## src/sv/tsse_pkg.sv

```systemverilog
// Shared types, constants and register clamping helpers for the spike snippet extractor.
`default_nettype none

package tsse_pkg;

  localparam int NUM_CH        = 4;
  localparam int CH_IDX_W      = 2;
  localparam int SAMPLE_W      = 16;
  localparam int WORD_W        = NUM_CH * SAMPLE_W;
  localparam int THR_W         = 15;
  localparam int TIME_W        = 48;
  localparam int ROW_W         = 6;
  localparam int LEN_W         = 7;
  localparam int PRE_W         = 5;
  localparam int POST_W        = 6;
  localparam int CNT_W         = 3;
  localparam int MASK_W        = 4;
  localparam int SST_W         = 7;
  localparam int CFG_IDX_W     = 3;
  localparam int CFG_DATA_W    = 15;

  localparam int MAX_CHANNELS  = 4;
  localparam int CH_LIMIT      = (MAX_CHANNELS < NUM_CH) ? MAX_CHANNELS : NUM_CH;
  localparam int MAX_PRE       = 16;
  localparam int MAX_POST      = 48;
  localparam int WINDOW_DEPTH_DEFAULT = 64;

  localparam logic [SAMPLE_W-1:0] OFFSET_BIN = 16'h8000;

  // Configuration register indexes.
  localparam logic [CFG_IDX_W-1:0] REG_THR0  = 3'd0;
  localparam logic [CFG_IDX_W-1:0] REG_THR1  = 3'd1;
  localparam logic [CFG_IDX_W-1:0] REG_THR2  = 3'd2;
  localparam logic [CFG_IDX_W-1:0] REG_THR3  = 3'd3;
  localparam logic [CFG_IDX_W-1:0] REG_MASK  = 3'd4;
  localparam logic [CFG_IDX_W-1:0] REG_COUNT = 3'd5;
  localparam logic [CFG_IDX_W-1:0] REG_PRE   = 3'd6;
  localparam logic [CFG_IDX_W-1:0] REG_POST  = 3'd7;

  typedef logic [NUM_CH-1:0][SAMPLE_W-1:0] word_t;

  // Clamped register view used by the datapath.
  typedef struct packed {
    logic [NUM_CH-1:0][THR_W-1:0] thr;
    logic [NUM_CH-1:0]            lane_on;
    logic [PRE_W-1:0]             pre;
    logic [POST_W-1:0]            post;
  } cfg_t;

  // Snippet request from the detector to the row sequencer.
  typedef struct packed {
    logic              go;
    logic [TIME_W-1:0] peak_time;
    logic [PRE_W-1:0]  pre;
    logic [LEN_W-1:0]  len;
  } emit_req_t;

  // One snippet row as it leaves the block.
  typedef struct packed {
    logic [TIME_W-1:0] peak_time;
    logic [ROW_W-1:0]  row_index;
    word_t             wave;
    logic              last_row;
  } row_t;

  function automatic logic [CNT_W-1:0] held_count(input logic [CNT_W-1:0] c);
    logic [CNT_W-1:0] r;
    r = c;
    if (r == '0) r = CNT_W'(1);
    if (r > CNT_W'(CH_LIMIT)) r = CNT_W'(CH_LIMIT);
    return r;
  endfunction

  function automatic logic [NUM_CH-1:0] lane_enable(input logic [MASK_W-1:0] mask,
                                                    input logic [CNT_W-1:0] cnt);
    logic [NUM_CH-1:0] en;
    for (int i = 0; i < NUM_CH; i++) begin
      en[i] = mask[i] && (CNT_W'(i) < cnt);
    end
    return en;
  endfunction

  function automatic logic [PRE_W-1:0] held_pre(input logic [PRE_W-1:0] p, input int depth);
    logic [PRE_W-1:0] r;
    int               lim;
    lim = depth - 2;
    r = p;
    if (r == '0) r = PRE_W'(1);
    if (r > PRE_W'(MAX_PRE)) r = PRE_W'(MAX_PRE);
    if (int'(r) > lim) r = PRE_W'(lim);
    return r;
  endfunction

  function automatic logic [POST_W-1:0] held_post(input logic [POST_W-1:0] q,
                                                  input logic [PRE_W-1:0] pre,
                                                  input int depth);
    logic [POST_W-1:0] r;
    int                lim;
    lim = depth - int'(pre);
    r = q;
    if (r == '0) r = POST_W'(1);
    if (r > POST_W'(MAX_POST)) r = POST_W'(MAX_POST);
    if (int'(r) > lim) r = POST_W'(lim);
    return r;
  endfunction

endpackage

`default_nettype wire

```

## src/sv/tsse_detect.sv

```systemverilog
// Trigger and peak tracking state machine; raises a snippet request when a window is complete.
`default_nettype none

module tsse_detect
  import tsse_pkg::*;
#(
  parameter int DEPTH = WINDOW_DEPTH_DEFAULT
) (
  input  wire logic                     clk,
  input  wire logic                     rst,
  input  wire logic                     fire,
  input  wire word_t                    samples,
  input  wire cfg_t                     cfg,
  output logic      [$clog2(DEPTH)-1:0] wp,
  output emit_req_t                     req,
  output logic      [$clog2(DEPTH)-1:0] req_slot
);

  localparam int AW = $clog2(DEPTH);

  localparam logic [1:0] PH_IDLE = 2'd0;
  localparam logic [1:0] PH_PEAK = 2'd1;
  localparam logic [1:0] PH_WAIT = 2'd2;

  logic [1:0]          phase, phase_next;
  logic [CH_IDX_W-1:0] tc, tc_next;
  logic [SAMPLE_W-1:0] pv, pv_next;
  logic [SST_W-1:0]    sst, sst_next;
  logic [TIME_W-1:0]   pt, pt_next;
  logic [AW-1:0]       ps, ps_next;
  logic [TIME_W-1:0]   count;

  logic [NUM_CH-1:0]   hit;
  logic                any_hit;
  logic [CH_IDX_W-1:0] first_ch;

  // Negated sample against threshold, one comparator per channel.
  always_comb begin
    for (int c = 0; c < NUM_CH; c++) begin
      hit[c] = cfg.lane_on[c] &&
               ($signed(-{{2{samples[c][SAMPLE_W-1]}}, samples[c]}) >
                $signed({3'b000, cfg.thr[c]}));
    end
  end

  always_comb begin
    first_ch = '0;
    for (int c = NUM_CH - 1; c >= 0; c--) begin
      if (hit[c]) first_ch = CH_IDX_W'(c);
    end
  end

  assign any_hit = |hit;

  always_comb begin
    logic [SAMPLE_W-1:0] x;
    logic [SST_W-1:0]    sst_inc;
    logic [TIME_W-1:0]   peak_gap;
    logic [POST_W-1:0]   post_m1;
    x          = samples[tc];
    sst_inc    = sst + SST_W'(1);
    post_m1    = cfg.post - POST_W'(1);
    phase_next = phase;
    tc_next    = tc;
    pv_next    = pv;
    sst_next   = sst;
    pt_next    = pt;
    ps_next    = ps;
    req        = '0;
    req_slot   = ps;

    case (phase)
      PH_PEAK: begin
        // Follow the falling run, capped at post samples after the trigger.
        if ((sst < SST_W'(cfg.post)) && ($signed(x) < $signed(pv))) begin
          pv_next    = x;
          pt_next    = count;
          ps_next    = wp;
          sst_next   = sst_inc;
          phase_next = (sst_inc >= SST_W'(cfg.post)) ? PH_WAIT : PH_PEAK;
        end else begin
          phase_next = PH_WAIT;
        end
      end
      PH_WAIT: begin
      end
      default: begin
        phase_next = PH_IDLE;
        if (any_hit) begin
          tc_next    = first_ch;
          pv_next    = samples[first_ch];
          pt_next    = count;
          ps_next    = wp;
          sst_next   = '0;
          phase_next = PH_PEAK;
        end
      end
    endcase

    peak_gap = count - pt_next;
    if ((phase_next == PH_WAIT) && (peak_gap >= TIME_W'(post_m1))) begin
      req.go        = fire;
      req.peak_time = pt_next;
      req.pre       = cfg.pre;
      req.len       = LEN_W'(cfg.pre) + LEN_W'(cfg.post);
      req_slot      = ps_next;
      phase_next    = PH_IDLE;
      // A window that closed late lets this same sample start a new spike.
      if ((peak_gap >= TIME_W'(cfg.post)) && any_hit) begin
        tc_next    = first_ch;
        pv_next    = samples[first_ch];
        pt_next    = count;
        ps_next    = wp;
        sst_next   = '0;
        phase_next = PH_PEAK;
      end
    end
  end

  always_ff @(posedge clk) begin
    if (rst) begin
      phase <= PH_IDLE;
      tc    <= '0;
      pv    <= '0;
      sst   <= '0;
      pt    <= '0;
      ps    <= '0;
      count <= '0;
      wp    <= '0;
    end else if (fire) begin
      phase <= phase_next;
      tc    <= tc_next;
      pv    <= pv_next;
      sst   <= sst_next;
      pt    <= pt_next;
      ps    <= ps_next;
      count <= count + TIME_W'(1);
      wp    <= (wp == AW'(DEPTH - 1)) ? '0 : wp + AW'(1);
    end
  end

endmodule

`default_nettype wire

```

## config.mk

```make
export PLATFORM = sky130hd
export DESIGN_NAME = tsse_detect
export DESIGN_NICKNAME = d
export VERILOG_FILES = /design/src/sv/tsse_pkg.sv /design/src/sv/tsse_detect.sv
export SDC_FILE = /design/constraint.sdc
export NUM_CORES = 1
export LEC_CHECK = 0
export BUFFER_PORTS_ARGS = -buffer_cell sky130_fd_sc_hd__buf_2
export CAP_MARGIN = 40
export CORE_UTILIZATION = 48
export DETAILED_ROUTE_END_ITERATION = 10
export GPL_TIMING_DRIVEN = 0
export PLACE_DENSITY = 0.71
export SETUP_SLACK_MARGIN = 0.2
export SKIP_CTS_REPAIR_TIMING = 1
export SYNTH_ARGS = -nofsm -noshare
export SYNTH_HDL_FRONTEND = slang
export SYNTH_SLANG_ARGS = --single-unit
```

## constraint.sdc

```tcl
create_clock -name clk -period 9.53 [get_ports clk]
set_input_delay 0.953 -clock clk [delete_from_list [all_inputs] [get_ports clk]]
set_output_delay 0.953 -clock clk [all_outputs]
set_load 0.01 [all_outputs]
```

* Word-level counts from Yosys, hierarchy flattened *
Index checks and enable logic that the tools add are counted.

word-level totals
  output and inout bits = 73
  bits in registers = 135
  bits of input ports = 142

cells by class
  $add $sub $neg = 10
  reduce and logical (&&, ||, !) cells = 9
  $lt $le $gt $ge = 11
  equal/unequal tests = 4
  muxes and demuxes = 41

operator list
  kind                   number
  $mux 48                4
  $ge 48x6->1            2
  $mux 16                6
  $pmux 48 s2            1
  $gt 18x16->1           4
  $neg 18->18            4
  $bmux 16 s2            2
  $mux 61                1
  $add 48x1->48 const B  1
  $sub 48x48->48         1
  $mux 6                 6
  $pmux 16 s2            1
  $mux 7                 4
  $mux 2                 11
  $lt 16x16->1           1
  $pmux 7 s2             1
  $pmux 6 s2             1
  $add 5x6->7            1
  $add 7x1->7 const B    1
  $ge 7x6->1             1
  $logic_and 1x1->1      7
  $lt 7x6->1             1
  $add 6x1->6 const B    1
  $eq 6x6->1 const B     1
  8 further kinds        11

* Logic depth before layout (Yosys ltp) *
  depth in word-level cells = 13
  gate-level depth with buffers = 38

* Worst setup path before layout *
Ideal clock, no wire load.

  path kind = input -> output
  start = input samples[35] (netlist bit)
  end = output req[53] (netlist bit)
  path slack = 0.454 ns
  stages = 32
  buffers on the path = 6
  data required time = 8.577 ns
  arrival time = 8.123 ns
  path through = or3_4 or3b_4 or4_1 xor2_1 ha_1 nand3_1 nor4_1 nand3_1 a21oi_1 and4b_4 nor4_4 nand2b_1 a21boi_0 clkbuf_1 clkbuf_1 a22oi_1 ha_1 clkbuf_1 nand2_1 o21a_1 and3_1 and3_1 buf_2 a2111oi_0 nor2_1 o311ai_1 nor3b_1 nand4_1 nor2b_1 clkbuf_1 clkbuf_1 nor2b_1

RTL lines
  element          RTL line           RTL
  start, declared  tsse_detect.sv:12  input wire word_t samples,
  end, declared    tsse_detect.sv:15  output emit_req_t req,

==> summary.txt <==
Logic synthesis
  • Asr flop ratio synth: 0
  • Syn_nets: 2191
  • Dominant synthesized flop cell: dfxtp_1
  • Area share of the largest cell type after synthesis: 0.1826
  • Post-Synthesis Cells: 1885
  • Synth area leaders: dfxtp_1 18%, ha_1 14%, nor2_1 4.4%
  • Number of synthesized flops with an enable pin: 0
  • Cell Area, Synth: 14800 um2
  • Post-synthesis sequential area ratio: 0.1826
  • Unique masters post-synth: 94
  • Ys Warns: 0
  • Syn avg cell area: 7.853 um2
  • FF+latch count, synth: 135
  • Synth area leader: dfxtp_1

Power and ir drop
  • Power density over the cells: 109.7 nW/um2
  • Comb power frac: 0.371
  • Sw power: 718.2 uW
  • P_int: 1.317 mW
  • Tot Pwr: 2.035 mW
  • Max IR drop VDD: 0.0001038 V
  • Clk pwr share: 0.342
  • Flop pwr share: 0.288
  • Switching Fraction: 0.3529
  • LEAKAGE: 8.037 nW

Route
  • # DRC: 0
  • DR vias: 15868
  • Antenna viol nets, final: 0
  • WL final: 49960 um
  • Ratio of routed vias to standard cells: 6.174
  • DRT iter0 DRCs: 1159
  • Routed len/inst: 19.44 um
  • TritonRoute pass-1 iters: 5

Critical path
  • Top delay family on crit path: simple AND/OR/NAND/NOR gates
  • Critical path type: in -> out
  • Crit path top cell by count: buf_12
  • CP arrival: 8.44 ns
  • CP Launch Type: input pin
  • CP bufs+invs: 9
  • CP max stage delay: 0.46 ns
  • Crit path max fanout: 7
  • Critical Path End Type: output port
  • CP required: 8.58 ns
  • Slowest stage cell, crit path: or4_1

Clock tree
  • Num Clock Sinks: 135
  • CTS tree: done
  • Later-pin clock latency in the skew report: 0.45 ns
  • Clk buf depth: 2
  • Worst-path clk slew: 0.06 ns
  • Htree depth: 4
  • CTS root buffer: clkbuf_16
  • CTS Buf Count: 17

Cells and area
  • Post-layout util: 0.6195
  • Finished Layout Cells: 2570
  • Layout cell share with drive strength beyond 1: 0.2628
  • Finished Cell Area: 18560 um2
  • Final net count: 2473
  • Layout area overhead: 25.37%
  • Number of diodes: 0

Timing
  • Final Setup Violations: 0
  • Final clock skew: 0.01634 ns
  • Max-slew headroom: 0.3911
  • Worst slew pin tran: 0.8904 ns
  • Count of final max-slew check failures: 0
  • Final hold vios: 0
  • Peak Freq: 0.1065 GHz
  • Tmin final: 9.390 ns
  • Crit share post-route: 0.9853
  • RSZ-0062 raised after global routing: yes

Floorplan
  • Die area: 31550 um2
  • Ports: 215
  • Die width: 177.6 um
  • Die height: 177.6 um
  • Starting Density: 0.4942
  • Core ar.: 29950 um2
  • Cell Rows: 63

Flow run
  • Maxcap violations: 0

Placement
  • Cells after DPL: 2491
  • Placed instance area: 16390 um2
  • Final HPWL DP: 38570 um
  • Final estimated routing congestion in global placement: 0.9526
  • I/O Buffers: 212

Status
  • Outcome: completed

Global route
  • Total grt overflow: 0
  • Largest net degree at the start of global routing: 17
  • Total GRT Usage: 0.3045
  • Initial antenna violation count: 0
  • Global-route wire length before repair: 76320 um
  • Number of global-route vias before repair: 14611

Worst hold path
  • Hold crit path type: reg -> reg
-- synth_stat cells (all sizes together), types with 8 or more instances --
cell / n
nor4: 25
a2111oi: 9
a22oi: 48
xnor2: 57
a211o: 8
a21oi: 113
buf: 26
xor2: 69
or3: 25
nor2: 172
nor2b: 62
ha: 162
nand2: 140
nor3: 39
o31ai: 9
a311oi: 22
a22o: 71
nand3: 48
a21o: 27
mux4: 16
o21a: 19
dfxtp: 135
and3: 13
o211ai: 18
clkbuf: 77
mux2i: 20
o21ai: 75
nand4: 44
inv: 116
o2111ai: 9
a221o: 18
mux2: 15
and2: 15
nand2b: 28
a31oi: 16
a211oi: 17
a21boi: 11
-- flip-flops by register name, summed over array words and instances, names as in the netlist --
signal / cells
wp: 6
phase: 2
count: 48
tc: 2
pv: 16
pt: 48
ps: 6
sst: 7
-- power by group through the flow --
| stage | Clock [mW] | Combinational, mW | Sequential [mW] |
|---|---|---|---|
| 2_1_floorplan | 0 | 0.417 | 0.594 |
| 3_3_place_gp | 0 | 0.603 | 0.596 |
| 3_5_place_dp | 0 | 0.617 | 0.597 |
| 4_1_cts | 0.699 | 0.622 | 0.585 |
| 5_1_grt | 0.725 | 0.810 | 0.586 |
| 6_report | 0.695 | 0.755 | 0.585 |
-- layout make-up --
class | count | area (um2)
Fill cell | 2646 | 11400
Buffer | 103 | 678.2
Clock inverter | 14 | 172.7
Inverter | 116 | 435.4
Timing Repair Buffer | 263 | 1528
Sequential cell | 135 | 2703
Clock buffer | 18 | 429.2
Tap cell | 390 | 488.0
Multi-Input combinational cell | 1531 | 12120
-- worst register-to-register path: cells and delay by family (launching register included) --
family / cells / cell delay, ns
flip-flops: 1 / 0.34
buffers and inverters: 7 / 2.42
AND/OR/NAND/NOR: 5 / 0.71
AO/OA/AOI/OAI: 13 / 3.76
multiplexers: 1 / 0.42
adder cells (fa/ha/maj): 2 / 0.60
-- layer usage --
layer,vias to the layer above,global-route usage,part of all wire
met5,-,0,0
met4,0,0.1058,0.034
met3,103,0.04927,0.076
met2,672,0.4871,0.45
met1,7522,0.4118,0.44
li1,7571,-,-
-- cell families after synthesis --
group	Yosys count	synth area share
simple gates	652	0.2274
compound gates	538	0.2649
buf+inv	219	0.06170
fa+ha+maj	164	0.1396
flops	135	0.1826
xor+xnor	126	0.07455
mux	51	0.04928
-- through the flow --
step	setup TNS, ns	setup WS (ns)	hold WS [ns]
after floorplan	0	0.4540	0.4495
after global placement	-201.21	-2.642	0.4609
after detailed placement	-209.72	-2.524	0.4636
after CTS	-174.83	-2.539	0.4834
after global routing	-4.389	-0.1258	0.5007
final	0	0.1398	0.4799
-- final timing paths --
kind                            cells past startpoint        start       to  slack, ns
worst max-delay path                               35  samples[36]  req[60]       0.14
worst min-delay path                                1       pt[14]   pt[14]       0.48
worst min register to register                      1       pt[14]   pt[14]       0.48
worst max register to register                     28        tc[1]    ps[1]       1.23
-- layout by cell type (no fill, tap or decap), types with 20 or more instances in the layout --
master	count
dfxtp_1	135
buf_4	53
nor2_1	169
inv_1	114
a21o_1	27
ha_1	149
clkbuf_1	50
o21ai_0	57
nor3_1	27
nor2b_1	59
nand4_1	43
or3_1	20
a22oi_2	25
a21oi_2	20
nand2b_1	26
nand3_1	46
nand2_1	124
a22oi_1	23
a21oi_1	86
a22o_1	71
mux2i_1	20
xnor2_1	57
xor2_1	68
buf_2	213
(Power assumes the default switching activity.)
