### config.mk
export PLATFORM = sky130hd
export DESIGN_NAME = tsse_emit
export DESIGN_NICKNAME = d
export VERILOG_FILES = /design/src/sv/tsse_pkg.sv /design/src/sv/tsse_emit.sv
export SDC_FILE = /design/constraint.sdc
export NUM_CORES = 1
export LEC_CHECK = 0
export BUFFER_PORTS_ARGS = -buffer_cell sky130_fd_sc_hd__clkbuf_2
export CORE_MARGIN = 1.5
export CORE_UTILIZATION = 39
export CTS_CLUSTER_SIZE = 8
export DETAILED_ROUTE_END_ITERATION = 7
export GPL_ROUTABILITY_DRIVEN = 0
export PLACE_DENSITY_LB_ADDON = 0.25
export RECOVER_POWER = 100
export SYNTH_ARGS = -nofsm -noshare
export SYNTH_HDL_FRONTEND = slang
export SYNTH_SLANG_ARGS = --single-unit
### constraint.sdc
create_clock -name clk -period 13.8 [get_ports clk]
set_input_delay 0.69 -clock clk [delete_from_list [all_inputs] [get_ports clk]]
set_output_delay 0.69 -clock clk [all_outputs]
set_load 0.03 [all_outputs]
### src/sv/tsse_pkg.sv
// Shared types, constants and register clamping helpers for the spike snippet extractor.
`default_nettype none

package tsse_pkg;

  localparam int NUM_CH        = 4;
  localparam int CH_IDX_W      = 2;
  localparam int SAMPLE_W      = 16;
  localparam int WORD_W        = NUM_CH * SAMPLE_W;
  localparam int THR_W         = 15;
  localparam int TIME_W        = 48;
  localparam int ROW_W         = 6;
  localparam int LEN_W         = 7;
  localparam int PRE_W         = 5;
  localparam int POST_W        = 6;
  localparam int CNT_W         = 3;
  localparam int MASK_W        = 4;
  localparam int SST_W         = 7;
  localparam int CFG_IDX_W     = 3;
  localparam int CFG_DATA_W    = 15;

  localparam int MAX_CHANNELS  = 4;
  localparam int CH_LIMIT      = (MAX_CHANNELS < NUM_CH) ? MAX_CHANNELS : NUM_CH;
  localparam int MAX_PRE       = 16;
  localparam int MAX_POST      = 48;
  localparam int WINDOW_DEPTH_DEFAULT = 64;

  localparam logic [SAMPLE_W-1:0] OFFSET_BIN = 16'h8000;

  // Configuration register indexes.
  localparam logic [CFG_IDX_W-1:0] REG_THR0  = 3'd0;
  localparam logic [CFG_IDX_W-1:0] REG_THR1  = 3'd1;
  localparam logic [CFG_IDX_W-1:0] REG_THR2  = 3'd2;
  localparam logic [CFG_IDX_W-1:0] REG_THR3  = 3'd3;
  localparam logic [CFG_IDX_W-1:0] REG_MASK  = 3'd4;
  localparam logic [CFG_IDX_W-1:0] REG_COUNT = 3'd5;
  localparam logic [CFG_IDX_W-1:0] REG_PRE   = 3'd6;
  localparam logic [CFG_IDX_W-1:0] REG_POST  = 3'd7;

  typedef logic [NUM_CH-1:0][SAMPLE_W-1:0] word_t;

  // Clamped register view used by the datapath.
  typedef struct packed {
    logic [NUM_CH-1:0][THR_W-1:0] thr;
    logic [NUM_CH-1:0]            lane_on;
    logic [PRE_W-1:0]             pre;
    logic [POST_W-1:0]            post;
  } cfg_t;

  // Snippet request from the detector to the row sequencer.
  typedef struct packed {
    logic              go;
    logic [TIME_W-1:0] peak_time;
    logic [PRE_W-1:0]  pre;
    logic [LEN_W-1:0]  len;
  } emit_req_t;

  // One snippet row as it leaves the block.
  typedef struct packed {
    logic [TIME_W-1:0] peak_time;
    logic [ROW_W-1:0]  row_index;
    word_t             wave;
    logic              last_row;
  } row_t;

  function automatic logic [CNT_W-1:0] held_count(input logic [CNT_W-1:0] c);
    logic [CNT_W-1:0] r;
    r = c;
    if (r == '0) r = CNT_W'(1);
    if (r > CNT_W'(CH_LIMIT)) r = CNT_W'(CH_LIMIT);
    return r;
  endfunction

  function automatic logic [NUM_CH-1:0] lane_enable(input logic [MASK_W-1:0] mask,
                                                    input logic [CNT_W-1:0] cnt);
    logic [NUM_CH-1:0] en;
    for (int i = 0; i < NUM_CH; i++) begin
      en[i] = mask[i] && (CNT_W'(i) < cnt);
    end
    return en;
  endfunction

  function automatic logic [PRE_W-1:0] held_pre(input logic [PRE_W-1:0] p, input int depth);
    logic [PRE_W-1:0] r;
    int               lim;
    lim = depth - 2;
    r = p;
    if (r == '0) r = PRE_W'(1);
    if (r > PRE_W'(MAX_PRE)) r = PRE_W'(MAX_PRE);
    if (int'(r) > lim) r = PRE_W'(lim);
    return r;
  endfunction

  function automatic logic [POST_W-1:0] held_post(input logic [POST_W-1:0] q,
                                                  input logic [PRE_W-1:0] pre,
                                                  input int depth);
    logic [POST_W-1:0] r;
    int                lim;
    lim = depth - int'(pre);
    r = q;
    if (r == '0) r = POST_W'(1);
    if (r > POST_W'(MAX_POST)) r = POST_W'(MAX_POST);
    if (int'(r) > lim) r = POST_W'(lim);
    return r;
  endfunction

endpackage

`default_nettype wire

### src/sv/tsse_emit.sv
// Row sequencer: reads the snippet window from history and streams rows through a two-deep output.
`default_nettype none

module tsse_emit
  import tsse_pkg::*;
#(
  parameter int DEPTH = WINDOW_DEPTH_DEFAULT
) (
  input  wire logic                     clk,
  input  wire logic                     rst,
  input  wire emit_req_t                req,
  input  wire logic [$clog2(DEPTH)-1:0] req_slot,
  input  wire logic [NUM_CH-1:0]        lane_on,
  output logic      [$clog2(DEPTH)-1:0] rd_addr,
  input  wire word_t                    rd_data,
  output logic                          busy,
  output logic                          out_valid,
  input  wire logic                     out_ready,
  output row_t                          out_row
);

  localparam int AW = $clog2(DEPTH);

  logic [AW-1:0]     slot;
  logic [ROW_W-1:0]  k;
  logic [LEN_W-1:0]  len;
  logic [TIME_W-1:0] pt;
  logic [AW:0]       start_ext;
  logic [AW:0]       pre_ext;
  logic [AW-1:0]     start;
  logic              is_last;

  logic              f_v, o_v, s_v;
  logic [ROW_W-1:0]  f_k;
  logic              f_last;
  row_t              o_row, s_row, land;
  logic              pop, o_free, issue;
  logic [1:0]        occ, occ_after;

  // First slot of the window, peak slot minus pre, modulo the depth.
  assign pre_ext   = (AW + 1)'(req.pre);
  assign start_ext = ({1'b0, req_slot} >= pre_ext) ? ({1'b0, req_slot} - pre_ext)
                                                   : ({1'b0, req_slot} + (AW + 1)'(DEPTH)
                                                      - pre_ext);
  assign start     = start_ext[AW-1:0];

  assign is_last   = (LEN_W'(k) + LEN_W'(1)) == len;
  assign rd_addr   = slot;

  assign pop       = o_v && out_ready;
  assign o_free    = !o_v || pop;
  assign occ       = {1'b0, o_v} + {1'b0, s_v} + {1'b0, f_v};
  assign occ_after = occ - {1'b0, pop};
  assign issue     = busy && (occ_after < 2'd2);

  always_comb begin
    land.peak_time = pt;
    land.row_index = f_k;
    land.last_row  = f_last;
    for (int c = 0; c < NUM_CH; c++) begin
      land.wave[c] = lane_on[c] ? SAMPLE_W'(rd_data[c] + OFFSET_BIN) : '0;
    end
  end

  always_ff @(posedge clk) begin
    if (rst) begin
      busy <= 1'b0;
      f_v  <= 1'b0;
      o_v  <= 1'b0;
      s_v  <= 1'b0;
    end else begin
      if (req.go) begin
        busy <= 1'b1;
      end else if (issue && is_last) begin
        busy <= 1'b0;
      end
      f_v <= issue;
      if (o_free) begin
        if (s_v) begin
          o_v <= 1'b1;
          s_v <= f_v;
        end else begin
          o_v <= f_v;
          s_v <= 1'b0;
        end
      end else if (f_v) begin
        s_v <= 1'b1;
      end
    end
  end

  always_ff @(posedge clk) begin
    if (req.go) begin
      slot <= start;
      k    <= '0;
      len  <= req.len;
      pt   <= req.peak_time;
    end else if (issue) begin
      slot <= (slot == AW'(DEPTH - 1)) ? '0 : slot + AW'(1);
      k    <= k + ROW_W'(1);
    end
    if (issue) begin
      f_k    <= k;
      f_last <= is_last;
    end
    if (o_free) begin
      if (s_v) begin
        o_row <= s_row;
      end else if (f_v) begin
        o_row <= land;
      end
      if (s_v && f_v) begin
        s_row <= land;
      end
    end else if (f_v) begin
      s_row <= land;
    end
  end

  assign out_valid = o_v;
  assign out_row   = o_row;

  a_skid_behind_out: assert property (@(posedge clk) disable iff (rst) s_v |-> o_v)
    else $error("skid entry holds a row while the output register is empty");

  a_no_overflow: assert property (@(posedge clk) disable iff (rst) !(o_v && s_v && f_v))
    else $error("row read in flight with no room to land");

  a_req_when_free: assert property (@(posedge clk) disable iff (rst) req.go |-> !busy)
    else $error("snippet request while rows are still being read");

  a_last_ends_burst: assert property (@(posedge clk) disable iff (rst)
                                      (f_v && f_last) |-> !busy)
    else $error("sequencer still busy after reading the final row");

endmodule

`default_nettype wire

After elaboration in Yosys (flattened, before gate mapping). Index checks and enable logic that the tools add are counted. Widths: inputs -> output; s select.

Add/sub/neg operators: 13. $lt $le $gt $ge: 2. Equal/unequal tests: 3. Multiplexer cells: 18. Reductions and logical operators: 12.

Operators by type and width (count): $mux 119 (4); $add 16x16->16 const B (4); $mux 16 (4); $mux 6 (4); $add 6x1->6 const B (3); $sub 6x5->6 (2); $reduce_bool 2->1 (4); $add 6x1->7 const B (1); $eq 7x7->1 (1); $eq 6x6->1 const B (1); $ge 6x5->1 (1); $mux 1 (6); $logic_and 1x1->1 (4); $reduce_and 2->1 (2); $add 1x1->2 (1); $add 2x1->2 (1); $lt 2x2->1 const B (1); $ne 2x1->1 const B (1); $sub 2x1->2 (1); $logic_not 1->1 (1); $logic_or 1x1->1 (1).

Bits in registers: 316. Input bits: 138. Output and inout bits: 127. Logic and storage cells: 72.

Logic depth before layout (Yosys ltp).
Depth in word-level cells: 8. Gate-level depth with buffers: 10. Gate-level depth less buffers: 10.

Worst setup path before layout. Ideal clock, no wire load.

Path kind: input port to flip-flop. Start: input out_ready. End: register s_row[0] in the netlist's numbering, enable pin. Library setup time: 0.598 ns. Data arrival time: 5.920 ns. Data required time: 13.202 ns. Slack: 7.282 ns. Stages: 3. Path buffers: 0. Path through: nor2b_1 > nor2_1 > nor2_1.

Longest elaborated chain between the ends: 4. Elaborated cells on any way between the ends: 5. Classes of those cells: 1 x eq/ne; 4 x reduce/logical.

Ends and longest elaborated chain: from (decl) (line tsse_emit.sv:18) `input wire logic out_ready,`; $logic_and 1x1->1 * (line tsse_emit.sv:50) `assign pop = o_v && out_ready;`; $logic_or 1x1->1 * (line tsse_emit.sv:51) `assign o_free = !o_v || pop;`; $ne 2x1->1 (no line) or $reduce_bool 2->1 (tied branches); $reduce_and 2->1 (no line) *; to (signal assigned) (line tsse_emit.sv:113) `s_row <= land;`; to (signal assigned) (line tsse_emit.sv:116) `s_row <= land;`; to (decl) (line tsse_emit.sv:36) `row_t o_row, s_row, land;`.

Mark *: on every way between the ends. The rest lies on a longest branch, timed or not. A chain may end at the register's enable or synchronous reset.

Worst setup path after layout.
Start: register s_v. End: register k[0].

Longest elaborated chain between the ends: 5.

Ends and longest elaborated chain: from (decl) (line tsse_emit.sv:33) `logic f_v, o_v, s_v;`; from (signal assigned) (line tsse_emit.sv:81) `s_v <= f_v;`; $add 1x1->2 (line tsse_emit.sv:52) `assign occ = {1'b0, o_v} + {1'b0, s_v} + {1'b0, f_v};`; $add 2x1->2 (line tsse_emit.sv:52); $sub 2x1->2 (line tsse_emit.sv:53) `assign occ_after = occ - {1'b0, pop};`; $lt 2x2->1 (line tsse_emit.sv:54) `assign issue = busy && (occ_after < 2'd2);`; $logic_and 1x1->1 (line tsse_emit.sv:54); via issue (line tsse_emit.sv:37) `logic pop, o_free, issue;`; to (signal assigned) (line tsse_emit.sv:100) `k <= k + ROW_W'(1);`; to (decl) (line tsse_emit.sv:25) `logic [ROW_W-1:0] k;`.

The timed path passes the listed nets, and every way through them passes these cells.

==> results.json <==
{
  "postCtsSetupBuffers": 0,
  "die_x_um": 178,
  "grt_max_degree": 72,
  "drive_gt1_frac": 0.316,
  "rrSetupSlack_ns": 6.79,
  "wl_per_cell_um": 17.1,
  "route.detailed.drc": 0,
  "period_minus_slack_ns": 7.01,
  "power_frac_clock": 0.432,
  "crit_top_cell": "xnor2_1",
  "relSlewSlack": -1.65,
  "crit_path_end_kind": "flip-flop",
  "netlist_area_um2": 12000,
  "power.leakage_nw": 5.18,
  "switching_share": 0.213,
  "clk_latency_ns": 0.52,
  "grt_pass1_vias": 6480,
  "row_count": 63,
  "crit_chain": "clkbuf_1, ha_1, a21oi_1, xnor2_1, nand2b_1, inv_1, xnor2_1, nor2_1",
  "p_per_area_nw_per_um2": 151,
  "internal_power_mw": 1.75,
  "hold_class": "input pin to flip-flop",
  "finalCritPeriodShare": 0.508,
  "ys_ff_latch": 316,
  "whs_ns": 0.336,
  "insertedDiodeCount": 0,
  "cts_hold_buf": 0,
  "area_growth_pct": 23.6,
  "criticalPathCategory": "flip-flop to flip-flop",
  "io_buffers": 264,
  "numCtsBuffers": 45,
  "dp_hpwl_um": 14700,
  "netlist_top_cells_count": "edfxtp_1, mux2_2, and2_1",
  "cts_htree_levels": 2,
  "antenna_left": 0,
  "drv_slew": 197,
  "die_area_um2": 31700,
  "cts_root_buf": "clkbuf_16",
  "critPathBufInv": 2,
  "grt_pass1_wl_um": 35200,
  "drt_pre_antenna_iters": 4,
  "fill_cells": 2620,
  "ys_types": 34,
  "final-hold-violation-count": 0,
  "failed_checks": "max-capacitance violations, max-slew violations",
  "synth.top_cell.area_share": 0.768,
  "syn-num-nets": 783,
  "critical_path_arrival_ns": 7.33,
  "status": "finished with violations",
  "multi_input_area_um2": 2440,
  "p_seq_frac": 0.504,
  "syn_avg_cell_area_um2": 18.8,
  "cts_num_sinks": 316,
  "yosysWarnings": 0,
  "seq_area_um2": 9390,
  "cts.reportedPaths.clkPinSlew_ns": 0.05,
  "finish.instance_area_um2": 14800,
  "post-place-cells": 1276,
  "rsz0062_at_grt": "no",
  "synth_ff_type": "edfxtp_1",
  "critPathSlowestCell": "clkbuf_1",
  "drt-initial-drc-count": 405,
  "ys_seq_area_frac": 0.785,
  "ir_drop_mv": 0.0938,
  "timing.fmax_mhz": 143,
  "finClkSkew_ns": 0.0134,
  "synth_edf_count": 306,
  "async_reset_ff_frac": 0,
  "crit_fanout": 71,
  "initial_core_util": 0.399,
  "antenna_found_initial": 0,
  "worst_pin_slew_ns": 3.98,
  "yosysTopAreaCell": "edfxtp_1",
  "post_dp_cell_area_um2": 13800,
  "grt_usage": 0.144,
  "top_level_ports": 265,
  "maxCapViolations": 4,
  "crit_required_ns": 14.13,
  "setup_viol": 0,
  "critical_path.max_stage_delay_ns": 2.90,
  "vias": 6311,
  "yosysMostFrequentCell": "edfxtp_1",
  "combPwrFrac": 0.064,
  "synthTopCellsByArea": "edfxtp_1, mux2_2, and2_1, dfxtp_1, xnor2_1",
  "final_cells": 1332,
  "wirelength_um": 22800,
  "tns_ns": 0,
  "synth_cells": 635,
  "grt_overflow": 0,
  "cts_tree": "yes",
  "cts_resized": 0,
  "die_h_um": 178,
  "core_area_um2": 30000,
  "clock_path_buffers": 3,
  "layout.nets": 1081,
  "drt-vias-per-instance": 4.74,
  "netSwitchingPower_mw": 0.475,
  "cp_top_family": "buffers and inverters",
  "startpoint_type": "flip-flop"
}
routing by layer:
layer  vias up  part of all wire  track usage
li1       3003                 -            -
met1      3032              0.45        0.197
met2       238              0.45        0.223
met3        38             0.080       0.0390
met4         0             0.019       0.0483
met5         -                 0            0
per-stage QoR:
step	util	worst slack [ns]	power (mW)
final	0.494	6.79	2.23
after global routing	0.494	6.02	2.31
after CTS	0.500	10.36	2.27
after detailed placement	0.459	10.36	1.29
after global placement	0.459	10.36	1.29
after floorplan	-	7.28	1.23
placed cells by master, fill, tap and decap left out, types with 2 or more instances in the layout:
cell type / netlist / final
a21oi_1: 6 / 6
and2_0: 0 / 57
and2_1: 61 / 4
buf_4: 0 / 4
clkbuf_1: 7 / 148
clkbuf_16: 0 / 46
clkbuf_2: 0 / 124
clkinv_1: 1 / 2
dfxtp_1: 10 / 10
edfxtp_1: 306 / 306
ha_1: 9 / 9
inv_1: 14 / 14
mux2_2: 119 / 118
nand2_1: 11 / 11
nand3_1: 5 / 5
nand4_1: 2 / 2
nor2_1: 14 / 12
nor2_4: 0 / 2
nor2b_1: 7 / 7
nor3_1: 5 / 6
nor3b_1: 2 / 2
o21ai_0: 9 / 9
xnor2_1: 15 / 15
xor2_1: 6 / 6
cell type report:
cell class | count | share of cell area
Sequential cell | 316 | 0.635
Multi-Input combinational cell | 285 | 0.165
Clock buffer | 53 | 0.0803
Timing Repair Buffer | 270 | 0.0800
Tap cell | 390 | 0.0330
Inverter | 15 | 0.00381
Clock inverter | 3 | 0.00271
path summary, 6_finish.rpt:
check                                 startpoint                  end  cells past startpoint
worst max-delay path            s_v$_SDFFE_PP0P_    k[0]$_SDFFE_PP0P_                      8
worst max register to register  s_v$_SDFFE_PP0P_    k[0]$_SDFFE_PP0P_                      8
worst min register to register  pt[23]$_DFFE_PP_  s_row[94]$_DFFE_PP_                      0
worst min-delay path                     req[48]     pt[36]$_DFFE_PP_                      1
kinds of logic (layout without fill, tap and decap cells):
family | Yosys count | count (layout) | synth area share
flip-flops | 316 | 316 | 0.785
multiplexers | 120 | 120 | 0.113
AND/OR/NAND/NOR | 112 | 112 | 0.0529
buffers and inverters | 34 | 341 | 0.0119
AO/OA/AOI/OAI | 22 | 22 | 0.0112
XOR/XNOR | 21 | 21 | 0.0154
adder cells (fa/ha/maj) | 10 | 10 | 0.0111
sequential cells by signal, indices dropped and copies added, names as in the netlist:
name,count
out_row,119
s_row,119
busy,1
out_valid,1
len,7
pt,48
k,6
f_v,1
f_last,1
f_k,6
rd_addr,6
s_v,1
power by group through the flow:
| stage | Sequential, mW | Clock, mW | Combinational [mW] |
|---|---|---|---|
| finish | 1.12 | 0.962 | 0.143 |
| global route | 1.12 | 1.03 | 0.158 |
| CTS | 1.12 | 0.993 | 0.152 |
| detailed placement | 1.14 | 0 | 0.152 |
| global placement | 1.14 | 0 | 0.150 |
| floorplan | 1.18 | 0 | 0.0556 |
Note: power is estimated with default switching activity, not from simulation.
